## src/assert_macros.svh

```systemverilog
// Assertion macros used by the top-level RTL file.
`ifndef ASSERT_MACROS_SVH
`define ASSERT_MACROS_SVH

`ifndef NO_ASSERTIONS

`define FDRQ_ASSERT_IMP(label, clk, rst, ante, cons) \
   label: assert property (@(posedge clk) disable iff (rst) (ante) |-> (cons)) \
      else $error("assertion failed");

`define FDRQ_ASSERT_NEXT(label, clk, rst, ante, cons) \
   label: assert property (@(posedge clk) disable iff (rst) (ante) |=> (cons)) \
      else $error("assertion failed");

`else

`define FDRQ_ASSERT_IMP(label, clk, rst, ante, cons)

`define FDRQ_ASSERT_NEXT(label, clk, rst, ante, cons)

`endif

`endif

```

## src/fdrq_pkg.sv

```systemverilog
package fdrq_pkg;

   typedef enum logic [1:0] {
      ST_IDLE,
      ST_READ,
      ST_CHECK,
      ST_FINISH
   } state_type;

   localparam logic FUNC_ENQUEUE  = 1'b0;
   localparam logic FUNC_ADVANCE  = 1'b1;
   localparam logic KIND_RELEASE  = 1'b0;
   localparam logic KIND_OVERFLOW = 1'b1;

   localparam logic [1:0] FRAME_0 = 2'd0;
   localparam logic [1:0] FRAME_1 = 2'd1;
   localparam logic [1:0] FRAME_2 = 2'd2;

   typedef struct packed {
      logic enqueue;
      logic overflow;
      logic start;
      logic read;
      logic emit;
      logic finish;
   } cmd_type;

   typedef struct packed {
      logic full;
      logic old_empty;
      logic head_zero;
      logic drain_end;
      logic out_free;
   } status_type;

   // The oldest list is the one two steps ahead of the current one.
   function automatic logic [1:0] older_frame(input logic [1:0] f);
      logic [1:0] r;
      case (f)
         FRAME_1: r = FRAME_0;
         FRAME_2: r = FRAME_1;
         default: r = FRAME_2;
      endcase
      return r;
   endfunction

endpackage

```

## src/fdrq_ctrl.sv

```systemverilog
module fdrq_ctrl import fdrq_pkg::*; (
   input  logic       clock,
   input  logic       reset,
   input  logic       req_valid,
   input  logic       req_func,
   output logic       req_ready,
   input  status_type status,
   output cmd_type    cmd
);

   state_type state_ff;
   state_type state_in;

   always_ff @(posedge clock) begin
      if (reset) begin
         state_ff <= ST_IDLE;
      end else begin
         state_ff <= state_in;
      end
   end

   always_comb begin
      state_in = state_ff;
      case (state_ff)
         ST_IDLE: begin
            if (req_valid && status.out_free && (req_func == FUNC_ADVANCE)) begin
               state_in = status.old_empty ? ST_FINISH : ST_READ;
            end
         end
         ST_READ: begin
            state_in = ST_CHECK;
         end
         ST_CHECK: begin
            if (status.head_zero) begin
               state_in = ST_FINISH;
            end else if (status.out_free) begin
               state_in = status.drain_end ? ST_FINISH : ST_READ;
            end
         end
         ST_FINISH: begin
            state_in = ST_IDLE;
         end
         default: begin
            state_in = ST_IDLE;
         end
      endcase
   end

   always_comb begin
      cmd       = '0;
      req_ready = 1'b0;
      case (state_ff)
         ST_IDLE: begin
            req_ready = status.out_free;
            if (req_valid && status.out_free) begin
               if (req_func == FUNC_ADVANCE) begin
                  cmd.start = 1'b1;
               end else if (status.full) begin
                  cmd.overflow = 1'b1;
               end else begin
                  cmd.enqueue = 1'b1;
               end
            end
         end
         ST_READ: begin
            cmd.read = 1'b1;
         end
         ST_CHECK: begin
            if (!status.head_zero && status.out_free) begin
               cmd.emit = 1'b1;
            end
         end
         ST_FINISH: begin
            cmd.finish = 1'b1;
         end
         default: begin
            cmd = '0;
         end
      endcase
   end

endmodule

```

## config.mk

```make
export PLATFORM = sky130hd
export DESIGN_NAME = fdrq_ctrl
export DESIGN_NICKNAME = d
export VERILOG_FILES = /design/src/assert_macros.svh /design/src/fdrq_pkg.sv /design/src/fdrq_ctrl.sv
export SDC_FILE = /design/constraint.sdc
export NUM_CORES = 1
export LEC_CHECK = 0
export BUFFER_PORTS_ARGS = -buffer_cell sky130_fd_sc_hd__buf_2
export CAP_MARGIN = 10
export CORE_AREA = 2 2 39 41
export CTS_BUF_LIST = sky130_fd_sc_hd__clkbuf_8 sky130_fd_sc_hd__clkbuf_16
export DETAILED_ROUTE_END_ITERATION = 10
export DIE_AREA = 0 0 41 43
export MAX_ROUTING_LAYER = met4
export PLACE_DENSITY = 0.39
export RECOVER_POWER = 25
export SKIP_LAST_GASP = 1
export SYNTH_ARGS = -nofsm -noshare
export SYNTH_HDL_FRONTEND = slang
export SYNTH_SLANG_ARGS = --single-unit
```

## constraint.sdc

```tcl
create_clock -name clock -period 2.7 [get_ports clock]
set_input_delay 0.54 -clock clock [delete_from_list [all_inputs] [get_ports clock]]
set_output_delay 0.54 -clock clock [all_outputs]
set_load 0.01 [all_outputs]
```

Yosys cells after proc, flatten, opt, wreduce, memory -nomap -nowiden:

Index checks and enable logic that the tools add are counted.

* eq/ne operators: 5
* muxes and demuxes: 17
* reductions and logical operators: 6

Operator list (number)
* 2-to-1 mux 2 bit: 6
* 2-to-1 mux 1 bit: 8
* one-hot mux 2 bit (4 select lines): 1
* 2-to-1 mux 3 bit: 2
* equality test 2 bit (second input constant): 2
* logical AND 1 bit: 3
* inequality test 3 bit (second input constant): 1
* equality test 2 x 1 -> 1 bit (second input constant): 1
* zero test 2 bit: 1
* inequality test 2 bit (second input constant): 1
* AND reduction 2 bit: 1
* zero test 1 bit: 1

* register bits: 2
* input port bits: 9
* output and inout port bits: 7

Logic depth before layout (Yosys ltp):

* depth in word-level cells: 4
* gate-level depth with buffers: 2

Worst setup path after synthesis:

OpenSTA, ideal clock, no wires.

* path kind: input-to-output
* start point: input port status[0] in the netlist's numbering
* end point: output port cmd[4] in the netlist's numbering
* setup slack: 1.119 ns
* data arrival time: 1.041 ns
* data required time: 2.160 ns
* stages: 2
* cells stage by stage: nand2_1 nor4bb_1

RTL lines
* from (decl): line fdrq_ctrl.sv:7 `input status_type status,`
* to (decl): line fdrq_ctrl.sv:8 `output cmd_type cmd`

==> impl_metrics.yaml <==
outcome:
  status: "completed"
drt:
  drc: 0
  wl_per_cell_um: 9.863
  via_per_inst: 4.059
  ant_nets: 0
  vias: 207
  drtIter0Drc: 2
  drt_pass1_iterations: 2
  routed_wl_um: 503
critical_path:
  rrSetupSlack_ns: 1.66
  worstPathArrival_ns: 1.30
  slowest_delay_ns: 0.25
  crit_chain: "clkbuf_1, nand2_1, nor4b_1, buf_2"
  crit_path_max_fanout: 8
  cp.required_ns: 2.16
  critPathSlowestCell: "nor4b_1"
  critPathLaunchType: "input port"
  worstSetupPathType: "in -> out"
  endpoint_kind: "output pin"
cells_and_area:
  fill_cells: 163
  syn_to_final_growth_pct: 76.87
  reg.largest.list: "state_ff: 2 flops"
  largest_reg_flops: 2
  finish.utilization_pct: 21.43
  top_register: "state_ff"
  antenna_cells: 0
  final_layout_size_suffix_gt1_share_pct: 62.86
  nets: 46
floorplan:
  rows: 14
  die_x_um: 41
  fp.coreArea_sq_um: 1384
  initial_utilization_pct: 12.12
  die_y_um: 43
  ios: 16
  dieArea_sq_um: 1763
cts:
  path_clk_slew_ns: 0.03
  clk_path_buf_depth: 2
  cts_inserted_buffers: 3
  cts_tree: "built"
  ctsHoldBuffers: 0
  ctsRootBufferMaster: "clkbuf_8"
  postCtsSetupRepairBufs: 0
  ctsResizeCount: 0
  cts-htree-levels: 1
  clock_latency_ns: 0.21
  cts_sinks: 2
logic_synthesis:
  synthFlopType: "dfxtp_1"
  async_flop_share_pct: 0
  synth_compound_area_share_pct: 21.64
  synth_xor_area_share_pct: 0
  yosysWarnings: 0
  synth-seq-area-share_pct: 23.88
  syn_avg_cell_area_sq_um: 9.862
  yosysUniqueCellTypes: 13
  yosys-top-cells-area: "dfxtp_1 24%, a2111oi_2 18%, and4bb_2 15%"
  synth_top_family_by_area: "simple AND/OR/NAND/NOR gates"
  synth_fa_ha_area_share_pct: 0
  synth.mux.area_fraction_pct: 0
  syn_area_sq_um: 167.7
  ys_seq_elements: 2
  synth-edff-count: 0
  synthCells: 17
  synth_top_cell_area_share_pct: 23.88
  ys_top_cells_by_count: "2 x a2111oi_2, 2 x and4bb_2, 2 x dfxtp_1, 2 x nor2_1"
  synth_nets: 26
  synth_area_leader_cell: "dfxtp_1"
  synth_simple_gate_area_share_pct: 54.48
timing:
  whs_ns: 0.4957
  fin_crit_ns: 1.837
  tns_ns: 0
  rsz0062_at_grt: "no"
  fin_skew_ns: 0.0004060
  slew_headroom_pct: 77.12
  tightest_slew_ns: 0.3345
  drv_slew: 0
  fin_crit_sh_pct: 68.05
  finalHoldViolCount: 0
  setup_viol: 0
  fmax_mhz: 544.3
global_route:
  grt_first_pass_wirelength_um: 662
  track_usage_pct: 6.051
  grt_max_degree: 9
  antenna_found_initial: 0
  grt_overflow_total: 0
  grt_pass1_vias: 199
worst_hold_path:
  hp-class: "reg -> reg"
power:
  p_leak_nw: 0.1375
  power_density_nw_per_um2: 618.1
  ir_worst_vdd_uv: 185.0
placed_design:
  hpwlAfterDp_um: 370.2
  gp_congestion: 0.5801
  io_buffers: 15
job:
  drv_cap: 0
## layout make-up
cell class                      count  area [sq um]  share of cell area [%]
Timing Repair Buffer               15         73.82                   24.89
Clock buffer                        3         41.29                   13.92
Tap cell                           16         20.02                   6.751
Sequential cell                     2         40.04                   13.50
Multi-Input combinational cell     15         121.4                   40.93
## placed cells by master (no fill, tap or decap), drive strengths merged
cell type | Yosys | layout
nor4bb | 1 | 1
nand2 | 1 | 1
clkbuf | 0 | 4
a31oi | 1 | 1
buf | 0 | 14
and4bb | 2 | 2
dfxtp | 2 | 2
nand4 | 1 | 1
a2111oi | 2 | 2
nor4b | 1 | 1
and2 | 2 | 2
nor2b | 1 | 1
and4 | 1 | 1
nor2 | 2 | 2
## where the power goes
group          internal (mW)  switching, mW  total [mW]
Sequential            0.0325        0.00402      0.0365
Clock                 0.0942         0.0225       0.117
Combinational         0.0155         0.0146      0.0301
Total                  0.142         0.0411       0.183
## kinds of logic after synthesis
logic type / count (synthesis)
and+or+nand+nor: 12
AOI/OAI and AO/OA: 3
DFF: 2
## through the flow
step / std cells / worst slack (ns) / total power, mW / area, sq um
after floorplan: 17 / 1.119 / 0.05317 / 167.7
after global placement: 48 / 0.9613 / 0.07010 / 262.8
after detailed placement: 48 / 0.9588 / 0.06955 / 262.8
after CTS: 51 / 0.8419 / 0.1912 / 304.0
after global routing: 51 / 0.7505 / 0.1908 / 296.5
final: 51 / 0.8626 / 0.1833 / 296.5
## final timing paths
check | from | end | cells past startpoint
max | status[0] | cmd[5] | 4
min | state_ff[0]$_SDFFE_PP0P_ | state_ff[0]$_SDFFE_PP0P_ | 1
max reg2reg | state_ff[1]$_SDFFE_PP0P_ | state_ff[1]$_SDFFE_PP0P_ | 2
min reg2reg | state_ff[0]$_SDFFE_PP0P_ | state_ff[0]$_SDFFE_PP0P_ | 1
## critical path, delay by kind of cell
| family | cells | cell delay, ns |
|---|---|---|
| AND/OR/NAND/NOR | 2 | 0.36 |
| buffers and inverters | 2 | 0.40 |
## per-layer routing
metal,vias up,share of wire [%],global-route usage [%]
met2,11,46,8.438
met3,0,9.5,1.571
met5,-,0,-
met1,88,45,5.414
met4,0,0,8.000
li1,108,-,-
(Power assumes the default switching activity.)
